<file path="config.mk">
export PLATFORM = sky130hd
export DESIGN_NAME = trigraph_digraph_space_normalizer_core
export DESIGN_NICKNAME = d
export VERILOG_FILES = /design/src/rtl/tdsn_pkg.sv /design/src/rtl/trigraph_digraph_space_normalizer_core.sv /design/src/rtl/tdsn_front.sv /design/src/rtl/tdsn_queue.sv /design/src/rtl/tdsn_back.sv
export SDC_FILE = /design/constraint.sdc
export NUM_CORES = 1
export LEC_CHECK = 0
export BUFFER_PORTS_ARGS = -buffer_cell sky130_fd_sc_hd__buf_2
export CAP_MARGIN = 20
export CELL_PAD_IN_SITES_DETAIL_PLACEMENT = 1
export CELL_PAD_IN_SITES_GLOBAL_PLACEMENT = 2
export CORE_ASPECT_RATIO = 0.75
export CORE_MARGIN = 2
export CORE_UTILIZATION = 38
export CTS_CLUSTER_DIAMETER = 100
export DETAILED_ROUTE_END_ITERATION = 8
export GPL_TIMING_DRIVEN = 0
export PLACE_DENSITY_LB_ADDON = 0.1
export SYNTH_ARGS = -nofsm -noshare
export SYNTH_HDL_FRONTEND = slang
export SYNTH_SLANG_ARGS = --single-unit
</file>
<file path="constraint.sdc">
create_clock -name clk -period 14.4 [get_ports clk]
set_input_delay 0.72 -clock clk [delete_from_list [all_inputs] [get_ports clk]]
set_output_delay 0.72 -clock clk [all_outputs]
set_load 0.02 [all_outputs]
</file>
<file path="src/rtl/tdsn_pkg.sv">
package tdsn_pkg;

	localparam int unsigned CHAR_W    = 8;
	localparam int unsigned MAX_OUT   = 4;
	localparam int unsigned CNT_W     = $clog2(MAX_OUT + 1);
	localparam int unsigned QDEPTH    = 4;
	localparam int unsigned QPTR_W    = $clog2(QDEPTH);
	localparam int unsigned QCNT_W    = $clog2(QDEPTH + 1);

	localparam logic [CHAR_W-1:0] CH_QUEST  = 8'h3F; // ?
	localparam logic [CHAR_W-1:0] CH_LPAREN = 8'h28; // (
	localparam logic [CHAR_W-1:0] CH_RPAREN = 8'h29; // )
	localparam logic [CHAR_W-1:0] CH_SLASH  = 8'h2F; // /
	localparam logic [CHAR_W-1:0] CH_APOS   = 8'h27; // '
	localparam logic [CHAR_W-1:0] CH_LT     = 8'h3C; // <
	localparam logic [CHAR_W-1:0] CH_GT     = 8'h3E; // >
	localparam logic [CHAR_W-1:0] CH_BANG   = 8'h21; // !
	localparam logic [CHAR_W-1:0] CH_MINUS  = 8'h2D; // -
	localparam logic [CHAR_W-1:0] CH_EQ     = 8'h3D; // =
	localparam logic [CHAR_W-1:0] CH_PCT    = 8'h25; // %
	localparam logic [CHAR_W-1:0] CH_COLON  = 8'h3A; // :
	localparam logic [CHAR_W-1:0] CH_LBRACK = 8'h5B; // [
	localparam logic [CHAR_W-1:0] CH_RBRACK = 8'h5D; // ]
	localparam logic [CHAR_W-1:0] CH_BSLASH = 8'h5C; // backslash
	localparam logic [CHAR_W-1:0] CH_CARET  = 8'h5E; // ^
	localparam logic [CHAR_W-1:0] CH_LBRACE = 8'h7B; // {
	localparam logic [CHAR_W-1:0] CH_RBRACE = 8'h7D; // }
	localparam logic [CHAR_W-1:0] CH_PIPE   = 8'h7C; // |
	localparam logic [CHAR_W-1:0] CH_TILDE  = 8'h7E; // ~
	localparam logic [CHAR_W-1:0] CH_HASH   = 8'h23; // #
	localparam logic [CHAR_W-1:0] CH_SPACE  = 8'h20;
	localparam logic [CHAR_W-1:0] CH_TAB    = 8'h09;
	localparam logic [CHAR_W-1:0] CH_LF     = 8'h0A;
	localparam logic [CHAR_W-1:0] CH_VT     = 8'h0B;
	localparam logic [CHAR_W-1:0] CH_FF     = 8'h0C;
	localparam logic [CHAR_W-1:0] CH_CR     = 8'h0D;
	localparam logic [CHAR_W-1:0] CH_NONE   = 8'h00;

	// Output bytes of one accepted item, in order, with their count (1..MAX_OUT).
	typedef struct packed {
		logic [MAX_OUT-1:0][CHAR_W-1:0] bytes;
		logic [CNT_W-1:0]               cnt;
	} bundle_t;

	function automatic logic is_blank(input logic [CHAR_W-1:0] c);
		return (c == CH_SPACE) || (c == CH_TAB) || (c == CH_VT) ||
			(c == CH_FF) || (c == CH_CR);
	endfunction

	function automatic logic is_lead(input logic [CHAR_W-1:0] c);
		return (c == CH_QUEST) || (c == CH_LT) || (c == CH_COLON) || (c == CH_PCT);
	endfunction

	// Third character of a trigraph to its replacement, or CH_NONE.
	function automatic logic [CHAR_W-1:0] tri_map(input logic [CHAR_W-1:0] c);
		logic [CHAR_W-1:0] r;
		r = CH_NONE;
		unique case (c)
			CH_LPAREN: r = CH_LBRACK;
			CH_RPAREN: r = CH_RBRACK;
			CH_SLASH:  r = CH_BSLASH;
			CH_APOS:   r = CH_CARET;
			CH_LT:     r = CH_LBRACE;
			CH_GT:     r = CH_RBRACE;
			CH_BANG:   r = CH_PIPE;
			CH_MINUS:  r = CH_TILDE;
			CH_EQ:     r = CH_HASH;
			default:   r = CH_NONE;
		endcase
		return r;
	endfunction

	// Digraph pair to its replacement, or CH_NONE.
	function automatic logic [CHAR_W-1:0] di_map(input logic [CHAR_W-1:0] a,
			input logic [CHAR_W-1:0] b);
		logic [CHAR_W-1:0] r;
		r = CH_NONE;
		priority if (a == CH_LT && b == CH_PCT)      r = CH_LBRACE;
		else if (a == CH_LT && b == CH_COLON)        r = CH_LBRACK;
		else if (a == CH_PCT && b == CH_GT)          r = CH_RBRACE;
		else if (a == CH_PCT && b == CH_COLON)       r = CH_HASH;
		else if (a == CH_COLON && b == CH_GT)        r = CH_RBRACK;
		else                                         r = CH_NONE;
		return r;
	endfunction

endpackage

</file>
<file path="src/rtl/trigraph_digraph_space_normalizer_core.sv">
// Trigraph, digraph and whitespace normalizer for C-style source bytes.
// Slave channel: one source byte per item in s_tdata; s_tuser high marks end
// of input, which flushes held lookahead and a pending space (s_tdata ignored).
// Master channel: one normalized byte per item in m_tdata; m_tlast is high on
// the final byte produced by one input item. An input item may produce zero
// to four output items; a zero-output item leaves no trace on the master side.
// With the queue and output register empty, an accepted item is written to
// the queue and then loaded into the output register before m_tvalid rises.
// Throughput: one input item per cycle while each item yields at most one byte
// and m_tready stays high; an item that yields several bytes holds the output
// serializer until its last byte is loaded, with up to four translated items
// buffered between the scanner and the serializer.
// Reset (arst_n low) clears held lookahead, the pending space, the queue and
// the output register. When m_tready is low the output register holds, the
// queue fills, and s_tready drops only once the queue is full.
module trigraph_digraph_space_normalizer_core (
	input  logic       clk,
	input  logic       arst_n,
	input  logic       s_tvalid,
	output logic       s_tready,
	input  logic [7:0] s_tdata,  // [7:0] in_char
	input  logic [0:0] s_tuser,  // [0] end_of_input
	output logic       m_tvalid,
	input  logic       m_tready,
	output logic [7:0] m_tdata,  // [7:0] out_char
	output logic       m_tlast   // last_of_run
);
	import tdsn_pkg::*;

	logic    push;
	bundle_t push_data;
	logic    q_full;
	logic    pop;
	logic    head_valid;
	bundle_t head;

	// Scan and translate; advance lookahead state per accepted item.
	tdsn_front u_front (
		.clk       (clk),
		.arst_n    (arst_n),
		.in_valid  (s_tvalid),
		.in_ready  (s_tready),
		.in_char   (s_tdata),
		.in_eoi    (s_tuser[0]),
		.push      (push),
		.push_data (push_data),
		.q_full    (q_full)
	);

	// Buffer translated byte groups so the scanner runs ahead of the output.
	tdsn_queue u_queue (
		.clk        (clk),
		.arst_n     (arst_n),
		.push       (push),
		.push_data  (push_data),
		.full       (q_full),
		.pop        (pop),
		.head_valid (head_valid),
		.head       (head)
	);

	// Serialize each group one byte per cycle while m_tready is high, tagging its final byte.
	tdsn_back u_back (
		.clk        (clk),
		.arst_n     (arst_n),
		.head_valid (head_valid),
		.head       (head),
		.pop        (pop),
		.out_valid  (m_tvalid),
		.out_ready  (m_tready),
		.out_char   (m_tdata),
		.out_last   (m_tlast)
	);

endmodule

</file>
<file path="src/rtl/tdsn_front.sv">
module tdsn_front (
	input  logic                            clk,
	input  logic                            arst_n,
	input  logic                            in_valid,
	output logic                            in_ready,
	input  logic [tdsn_pkg::CHAR_W-1:0]     in_char,
	input  logic                            in_eoi,
	output logic                            push,
	output tdsn_pkg::bundle_t               push_data,
	input  logic                            q_full
);
	import tdsn_pkg::*;

	logic [CHAR_W-1:0] held_q [2];
	logic [1:0]        held_cnt_q;
	logic              space_q;

	logic [CHAR_W-1:0] nxt_held [2];
	logic [1:0]        nxt_cnt;
	logic              nxt_space;
	bundle_t           bund;
	logic              accept;

	assign in_ready = !q_full;
	assign accept   = in_valid && in_ready;

	// Scan up to three queued bytes: held lookahead plus the new byte.
	always_comb begin
		logic [CHAR_W-1:0] q [5];
		logic [1:0]        hc;
		logic [1:0]        len;
		logic [1:0]        pos;
		logic [1:0]        avail;
		logic [1:0]        used;
		logic [CHAR_W-1:0] a;
		logic [CHAR_W-1:0] m;
		logic [CHAR_W-1:0] t;
		logic              hold;
		logic              done;
		logic              sp;
		logic [CNT_W-1:0]  n;

		for (int k = 0; k < 5; k++) q[k] = CH_NONE;
		hc = (held_cnt_q > 2'd2) ? 2'd2 : held_cnt_q;
		unique case (hc)
			2'd0: begin
				q[0] = in_char;
			end
			2'd1: begin
				q[0] = held_q[0];
				q[1] = in_char;
			end
			default: begin
				q[0] = held_q[0];
				q[1] = held_q[1];
				q[2] = in_char;
			end
		endcase
		len = hc + {1'b0, !in_eoi};

		nxt_held[0] = held_q[0];
		nxt_held[1] = held_q[1];
		nxt_cnt     = 2'd0;
		sp          = space_q;
		pos         = 2'd0;
		done        = 1'b0;
		n           = '0;
		bund.bytes  = '0;
		a = CH_NONE; m = CH_NONE; t = CH_NONE;
		avail = 2'd0; used = 2'd1; hold = 1'b0;

		for (int it = 0; it < 3; it++) begin
			if (!done && pos < len) begin
				a     = q[3'(pos)];
				avail = len - pos;
				m     = CH_NONE;
				used  = 2'd1;
				hold  = 1'b0;
				if (is_lead(a) && (avail == 2'd1 || (a == CH_QUEST && avail == 2'd2 &&
						q[3'(pos) + 3'd1] == CH_QUEST))) begin
					hold = !in_eoi;
				end else if (a == CH_QUEST) begin
					if (q[3'(pos) + 3'd1] == CH_QUEST) begin
						m    = tri_map(q[3'(pos) + 3'd2]);
						used = 2'd3;
					end
				end else if (is_lead(a)) begin
					m    = di_map(a, q[3'(pos) + 3'd1]);
					used = 2'd2;
				end

				if (hold) begin
					// Keep the open lookahead for the next item.
					nxt_held[0] = q[3'(pos)];
					nxt_held[1] = q[3'(pos) + 3'd1];
					nxt_cnt     = avail;
					done        = 1'b1;
				end else begin
					t   = (m != CH_NONE) ? m : a;
					pos = pos + ((m != CH_NONE) ? used : 2'd1);
					if (is_blank(t)) begin
						sp = 1'b1;
					end else if (t == CH_LF) begin
						sp = 1'b0;
						bund.bytes[n[1:0]] = t;
						n = n + 1'b1;
					end else begin
						if (sp) begin
							sp = 1'b0;
							bund.bytes[n[1:0]] = CH_SPACE;
							n = n + 1'b1;
						end
						bund.bytes[n[1:0]] = t;
						n = n + 1'b1;
					end
				end
			end
		end

		if (in_eoi && sp) begin
			sp = 1'b0;
			bund.bytes[n[1:0]] = CH_SPACE;
			n = n + 1'b1;
		end
		bund.cnt  = n;
		nxt_space = sp;
	end

	assign push      = accept && (bund.cnt != '0);
	assign push_data = bund;

	always_ff @(posedge clk or negedge arst_n) begin
		if (!arst_n) begin
			held_cnt_q <= 2'd0;
			space_q    <= 1'b0;
		end else if (accept) begin
			held_cnt_q <= nxt_cnt;
			space_q    <= nxt_space;
		end
	end

	always_ff @(posedge clk) begin
		if (accept && nxt_cnt != 2'd0) begin
			held_q[0] <= nxt_held[0];
			held_q[1] <= nxt_held[1];
		end
	end

endmodule

</file>
<file path="src/rtl/tdsn_queue.sv">
module tdsn_queue (
	input  logic              clk,
	input  logic              arst_n,
	input  logic              push,
	input  tdsn_pkg::bundle_t push_data,
	output logic              full,
	input  logic              pop,
	output logic              head_valid,
	output tdsn_pkg::bundle_t head
);
	import tdsn_pkg::*;

	bundle_t           slot_q [QDEPTH];
	logic [QPTR_W-1:0] wr_ptr_q;
	logic [QPTR_W-1:0] rd_ptr_q;
	logic [QCNT_W-1:0] count_q;
	logic              do_pop;

	assign full       = (count_q == QCNT_W'(QDEPTH));
	assign head_valid = (count_q != '0);
	assign head       = slot_q[rd_ptr_q];
	assign do_pop     = pop && head_valid;

	always_ff @(posedge clk or negedge arst_n) begin
		if (!arst_n) begin
			wr_ptr_q <= '0;
			rd_ptr_q <= '0;
			count_q  <= '0;
		end else begin
			if (push) wr_ptr_q <= wr_ptr_q + 1'b1;
			if (do_pop) rd_ptr_q <= rd_ptr_q + 1'b1;
			unique case ({push, do_pop})
				2'b10:   count_q <= count_q + 1'b1;
				2'b01:   count_q <= count_q - 1'b1;
				default: count_q <= count_q;
			endcase
		end
	end

	always_ff @(posedge clk) begin
		if (push) slot_q[wr_ptr_q] <= push_data;
	end

endmodule

</file>
<file path="src/rtl/tdsn_back.sv">
module tdsn_back (
	input  logic                        clk,
	input  logic                        arst_n,
	input  logic                        head_valid,
	input  tdsn_pkg::bundle_t           head,
	output logic                        pop,
	output logic                        out_valid,
	input  logic                        out_ready,
	output logic [tdsn_pkg::CHAR_W-1:0] out_char,
	output logic                        out_last
);
	import tdsn_pkg::*;

	logic [1:0]        idx_q;
	logic              valid_q;
	logic [CHAR_W-1:0] char_q;
	logic              last_q;
	logic              load;
	logic              is_last;

	assign load    = head_valid && (!valid_q || out_ready);
	assign is_last = ({1'b0, idx_q} + 1'b1) == head.cnt;
	assign pop     = load && is_last;

	always_ff @(posedge clk or negedge arst_n) begin
		if (!arst_n) begin
			idx_q   <= '0;
			valid_q <= 1'b0;
		end else begin
			if (load) begin
				valid_q <= 1'b1;
				idx_q   <= is_last ? 2'd0 : idx_q + 1'b1;
			end else if (out_ready) begin
				valid_q <= 1'b0;
			end
		end
	end

	always_ff @(posedge clk) begin
		if (load) begin
			char_q <= head.bytes[idx_q];
			last_q <= is_last;
		end
	end

	assign out_valid = valid_q;
	assign out_char  = char_q;
	assign out_last  = last_q;

endmodule
</file>
==> results of run 1 <==
per-layer routing:
metal / global-route usage / wire length, um / share of wire / vias to the layer above
met3: 0.0791 / 6640 / 0.11 / 52
met5: 0.0284 / 142 / 0.0024 / -
met2: 0.411 / 22500 / 0.38 / 632
met1: 0.515 / 29000 / 0.49 / 6388
li1: - / - / - / 5496
met4: 0.0684 / 915 / 0.015 / 4
sequential cells by signal (all words and copies together) (netlist names), 2 cells and up:
register,cells
u_queue.slot_q,140
u_queue.wr_ptr_q,2
u_back.idx_q,2
u_front.held_cnt_q,2
u_front.held_q,16
u_back.out_char,8
u_queue.count_q,3
u_queue.rd_ptr_q,2
repair_timing:
item,in CTS,in global routing
setup buffers,8,14
pin swaps,7,2
gates resized for setup,48,26
setup endpoints to repair,320,145
final cells by class:
cell class	count	area share
inverter	45	0.0113
buffer	81	0.0274
clock inverter	14	0.0104
tap	457	0.0368
sequential	178	0.340
clock buffer	18	0.0276
multi-input combinational	1066	0.515
timing repair buffer	63	0.0314
per-stage QoR:
stage	util	setup WS [ps]	setup TNS, ps
after floorplan	-	348	0
after global placement	0.407	-5920	-1249300
after detailed placement	0.412	-4150	-906090
after CTS	0.436	30.6	0
after global routing	0.445	-18.1	-18.1
final	0.445	522	0
worst max path at each step:
stage | slack, ps | cells past startpoint | end | from
2_1_floorplan | 350 | 55 | u_queue.slot_q[0][0] | s_tdata[6]
3_3_place_gp | -5920 | 53 | u_queue.slot_q[1][20] | s_tdata[3]
3_5_place_dp | -4150 | 55 | u_queue.count_q[2] | s_tdata[3]
4_1_cts | 30 | 61 | u_queue.count_q[2] | u_front.held_cnt_q[0]
5_1_grt | -20 | 63 | u_queue.count_q[2] | u_front.held_cnt_q[0]
6_report | 520 | 60 | u_queue.count_q[2] | u_front.held_cnt_q[1]
cell usage in the layout, fill, tap and decap left out, types with 27 or more instances in the layout:
cell / instances
a211oi_1: 29
ha_1: 33
nor2_1: 146
buf_2: 44
o21ai_0: 48
nand3_1: 39
buf_4: 34
nand2_1: 114
o22ai_1: 27
mux4_2: 43
nor3_1: 43
mux2i_1: 32
inv_1: 40
a21oi_1: 90
edfxtp_1: 165
clkbuf_1: 35
Yosys cell counts, types with 6 or more instances:
master | count | share of area
nor2_1 | 148 | 0.041
xnor2_1 | 8 | 0.0052
nand2b_1 | 15 | 0.0069
or3_1 | 15 | 0.0069
inv_1 | 41 | 0.011
and2_1 | 22 | 0.010
nor4_1 | 14 | 0.0065
clkbuf_1 | 43 | 0.012
and3_1 | 15 | 0.0069
xor2_1 | 7 | 0.0045
a211o_1 | 6 | 0.0039
mux2_2 | 8 | 0.0067
buf_6 | 6 | 0.0050
a31oi_1 | 16 | 0.0074
mux2i_1 | 36 | 0.027
dfrtp_1 | 13 | 0.024
or4_1 | 6 | 0.0033
buf_4 | 7 | 0.0039
nand4_1 | 16 | 0.0074
mux4_2 | 43 | 0.072
a22o_1 | 8 | 0.0052
nor2b_1 | 7 | 0.0032
buf_2 | 18 | 0.0067
edfxtp_1 | 165 | 0.37
o22ai_1 | 27 | 0.012
a22oi_1 | 14 | 0.0078
o21ai_1 | 8 | 0.0030
nand3_1 | 41 | 0.015
a211oi_1 | 29 | 0.016
buf_1 | 9 | 0.0025
o211ai_1 | 18 | 0.010
nand2_1 | 116 | 0.032
or2_2 | 6 | 0.0028
o21ai_0 | 51 | 0.019
o31a_1 | 7 | 0.0045
a21oi_1 | 91 | 0.034
o31ai_1 | 9 | 0.0050
o21a_1 | 9 | 0.0050
ha_1 | 35 | 0.032
a221oi_1 | 6 | 0.0039
nor3_1 | 46 | 0.017
a21o_1 | 8 | 0.0044
report_power, final:
group          internal [W]  leakage [nW]  switching, W  total [W]
registers          0.000955          1.69     0.0000622    0.00102
logic              0.000828          3.38       0.00156    0.00239
clock network      0.000248         0.290      0.000223   0.000472
worst reg2reg max path: cells and delay by family (launching register included):
kind	cells	cell delay (ps)
buffers and inverters	18	3920
DFF	1	420
and+or+nand+nor	15	3800
muxes	1	300
adders and majority gates	6	1540
xor gates and xnor gates	3	490
AOI/OAI and AO/OA	17	3320
cell families (layout without fill, tap and decap cells):
| logic type | Yosys count | count (layout) | synth area share |
|---|---|---|---|
| compound gates | 406 | 406 | 0.217 |
| simple gates | 513 | 513 | 0.190 |
| mux | 93 | 93 | 0.112 |
| xor+xnor | 16 | 16 | 0.0109 |
| fa+ha+maj | 38 | 38 | 0.0368 |
| buf+inv | 129 | 221 | 0.0428 |
| flops | 178 | 178 | 0.390 |
==> results.cfg, run 1 <==
[place]
place_hpwl_um = 46100
io_buffers = 21
dp.cells = 1862
place_congestion = 0.982
place_area_mm2 = 0.0144

[cells_and_area]
n_antenna_cell = 0
synthToLayoutAreaGrowth_pct = 14.6
drive_gt1_frac = 0.199
final_area_mm2 = 0.0155
ff_latch_area_mm2 = 0.00528
multi_input_area_mm2 = 0.00799
nFillCells = 3924
instances_no_fill = 1922
nNetsFinal = 1503

[synthesis]
syn_inst = 1373
yosysWarnings = 0
syn_nets = 1424
synth_seq_area_share = 0.390
syn_area_mm2 = 0.0135
synth_edf_count = 165
synthFlopType = edfxtp_1
async_flop_share = 0.0730
avgSynthCellArea_um2 = 9.86
synth.lib_cells_used.distinct = 120
synth-seq-cells = 178

[critical_path]
reg2reg_depth = 60
worstPathRequired_ps = 14770
path_max_fanout = 19
cp.arrival_ps = 14250
path_buf_inv = 18
r2r_setup_slack_ps = 520
critical_path.top_delay_family = buffers and inverters
reg2reg_to = u_queue.count_q[2]
worstSetupStartpointType = flop
crit_slowest_cell = clkbuf_1
critPathMaxStageDelay_ps = 640
endpoint_kind = flop
crit_type = reg -> reg
r2r_start = u_front.held_cnt_q[1]

[routing]
vias = 12600
wire_per_inst_um = 30.8
drc_errors = 0
drt-total-wl_um = 59200
vias_per_cell = 6.54
drt_iter0_drc = 1673
dr.pass1.iters = 5
ant_nets = 0

[global_route]
gr-total-overflow = 0
antenna_found_initial = 0
grt_pass1_vias = 12100
grt_pass1_wl_um = 85500
grt_max_degree = 29
grt_usage = 0.318

[timing]
max_freq_mhz = 72.1
whs_ps = 181
period_needed_ps = 13880
layout_worst_path_cycle_share = 0.964
tightest_slew_ps = 1150
finalMaxSlewViolations = 0
setup_viol = 0
final-hold-violation-count = 0
relSlewSlack = 0.212
finalClockSkew_ps = 20.1

[die]
std_cell_rows = 59
die_y_um = 167
io_pins = 24
start_util = 0.388
die-area_mm2 = 0.0372
core_mm2 = 0.0349
dieWidth_um = 222

[clock_tree]
cts_htree_levels = 4
worstSkewPairLatency_ps = 450
cts_buffer_depth = 2
cts_tree = built
clkTransAtPathRegs_ps = 90
cts.root.buffer_cell = clkbuf_16
postCtsHoldBufs = 0
cts_buffers = 17
numClockSinks = 178

[pwr]
peakVddDrop_uv = 141
power_w = 0.00388
p_leak_nw = 5.35
power_density_mw_per_mm2 = 250

[worst_hold_path]
hold_class = in -> async

[outcome]
status = finished, final reports clean

[flow_run]
maxCapViolCount = 0
No activity file was read; power rests on OpenSTA's default activity.
==> run 2, diff against run 1 <==
--- a/config.mk
+++ b/config.mk
@@ -10,7 +10,6 @@
 export CELL_PAD_IN_SITES_DETAIL_PLACEMENT = 1
 export CELL_PAD_IN_SITES_GLOBAL_PLACEMENT = 2
 export CORE_ASPECT_RATIO = 0.75
-export CORE_MARGIN = 2
 export CORE_UTILIZATION = 38
 export CTS_CLUSTER_DIAMETER = 100
 export DETAILED_ROUTE_END_ITERATION = 8
==> run 2 against run 1 <==
  * The flow now finishes with violations (design-rule violations)
  * Via count decreased by 0.33%
  * Hold slack worse by 1.9 ps
  * Wire length shrank 1.1%
  * Non-clock buffer count fell by 9
  * Setup slack worse by 160 ps
==> results.cfg, run 2 (synthesized netlist as in run 1, its figures left out) <==
[outcome]
violations = design-rule violations
status = complete, but fails checks

[pwr]
p_leak_nw = 5.33
peakVddDrop_uv = 162
power_density_mw_per_mm2 = 254

[die]
die_y_um = 165
dieWidth_um = 220
start_util = 0.388
std_cell_rows = 59
core_mm2 = 0.0349
die-area_mm2 = 0.0364
io_pins = 24

[place]
io_buffers = 21
place_congestion = 1.02
place_hpwl_um = 45800
dp.cells = 1867

[clock_tree]
clkTransAtPathRegs_ps = 90
cts_tree = built
cts_buffers = 17
worstSkewPairLatency_ps = 460
cts_buffer_depth = 2
cts.root.buffer_cell = clkbuf_16
numClockSinks = 178
cts_htree_levels = 4
postCtsHoldBufs = 0

[cells_and_area]
final_common_cell = edfxtp_1
nFillCells = 3938
n_antenna_cell = 0
regMostFlops = u_queue.slot_q
instances_no_fill = 1913
mostFrequentLayoutCells = edfxtp_1 (165), nor2_1 (146), nand2_1 (114), a21oi_1 (90), o21ai_0 (48)
nNetsFinal = 1494
fin_util = 0.442
largest_reg_flops = 140
drive_gt1_frac = 0.193
synthToLayoutAreaGrowth_pct = 14.1

[global_route]
antenna_found_initial = 0
grt_usage = 0.327
grt_pass1_wl_um = 84500
gr-total-overflow = 0
grt_use_met3 = 0.0925
grt_max_degree = 29
grt_use_met2 = 0.418
met1_usage = 0.525
grt_pass1_vias = 11900
grt_busiest_layer = met1

[timing]
whs_ps = 179
layout_worst_path_cycle_share = 0.975
setup_viol = 0
finalClockSkew_ps = 21.6
tightest_slew_ps = 1230
max_freq_mhz = 71.2
relSlewSlack = 0.172
finalMaxSlewViolations = 0
final-hold-violation-count = 0
period_needed_ps = 14040
rsz0062_at_grt = false

[routing]
drt_iter0_drc = 1476
ant_nets = 0
wire_per_inst_um = 30.6
vias = 12500
dr.pass1.iters = 7
drt-total-wl_um = 58500
drc_errors = 4
vias_per_cell = 6.55

[critical_path]
endpoint_kind = flop
path_max_fanout = 27
cp.arrival_ps = 14170
worstSetupStartpointType = flop
crit_slowest_cell = or4b_4
r2r_setup_slack_ps = 360
crit_type = reg -> reg
crit_path_frequent_cell = buf_2
critPathMaxStageDelay_ps = 550
worstPathRequired_ps = 14530

[worst_hold_path]
hold_class = in -> async

[flow_run]
maxCapViolCount = 0
## run 2: report_power, final
group          total (W)  switching, W  internal (W)  leakage (nW)
clock           0.000516      0.000230      0.000285         0.323
sequential       0.00101     0.0000576      0.000954          1.69
combinational    0.00239       0.00157      0.000822          3.32
## run 2: worst max-delay path: cells and delay by family (launching register included)
| family | cells | cell delay [ps] |
|---|---|---|
| simple gates | 18 | 4710 |
| compound gates | 14 | 4190 |
| buf+inv | 11 | 2260 |
| fa+ha+maj | 4 | 1140 |
| mux | 3 | 890 |
| flops | 1 | 400 |
## run 2: path summary, 6_finish.rpt
path                                          to                  start  cells past startpoint
setup reg to reg           u_queue.slot_q[1][24]  u_front.held_cnt_q[1]                     50
max in group asynchronous    u_queue.wr_ptr_q[1]                 arst_n                      1
hold reg to reg               u_queue.count_q[2]     u_queue.count_q[2]                      1
setup / recovery           u_queue.slot_q[1][24]  u_front.held_cnt_q[1]                     50
min in group clk              u_queue.count_q[2]     u_queue.count_q[2]                      1
hold / removal             u_front.held_cnt_q[1]                 arst_n                      1
## run 2: timing repair
item,in CTS,in global routing
pin swaps,5,3
resized for setup,35,30
buffers inserted,5,8
setup endpoints to repair,320,145
## run 2: layer usage
metal,vias up,share of wire
li1,5459,-
met1,6439,0.50
met2,584,0.38
met3,46,0.11
met4,2,0.013
met5,-,0.0016
## run 2: metrics by stage
| step | instance area, um2 | setup WS [ps] | setup TNS, ps | total power, W |
|---|---|---|---|---|
| 6_report | 15400 | 361 | 0 | 0.00392 |
| 3_5_place_dp | 14400 | -4090 | -903240 | 0.00328 |
| 3_3_place_gp | 14200 | -5860 | -1214400 | 0.00318 |
| 5_1_grt | 15400 | 13.0 | 0 | 0.00412 |
| 4_1_cts | 15200 | 1.33 | 0 | 0.00385 |
| 2_1_floorplan | 13500 | 348 | 0 | 0.00249 |
## run 2: final cells by class
type	instances	area, um2	share of cell area
clock inverters	15	239	0.0155
plain buffers	80	424	0.0275
repair buffers	55	423	0.0274
flip-flops and latches	178	5280	0.342
multi-input cells	1066	7910	0.512
inverters	45	171	0.0111
clock buffers	17	425	0.0275
well taps	457	572	0.0370
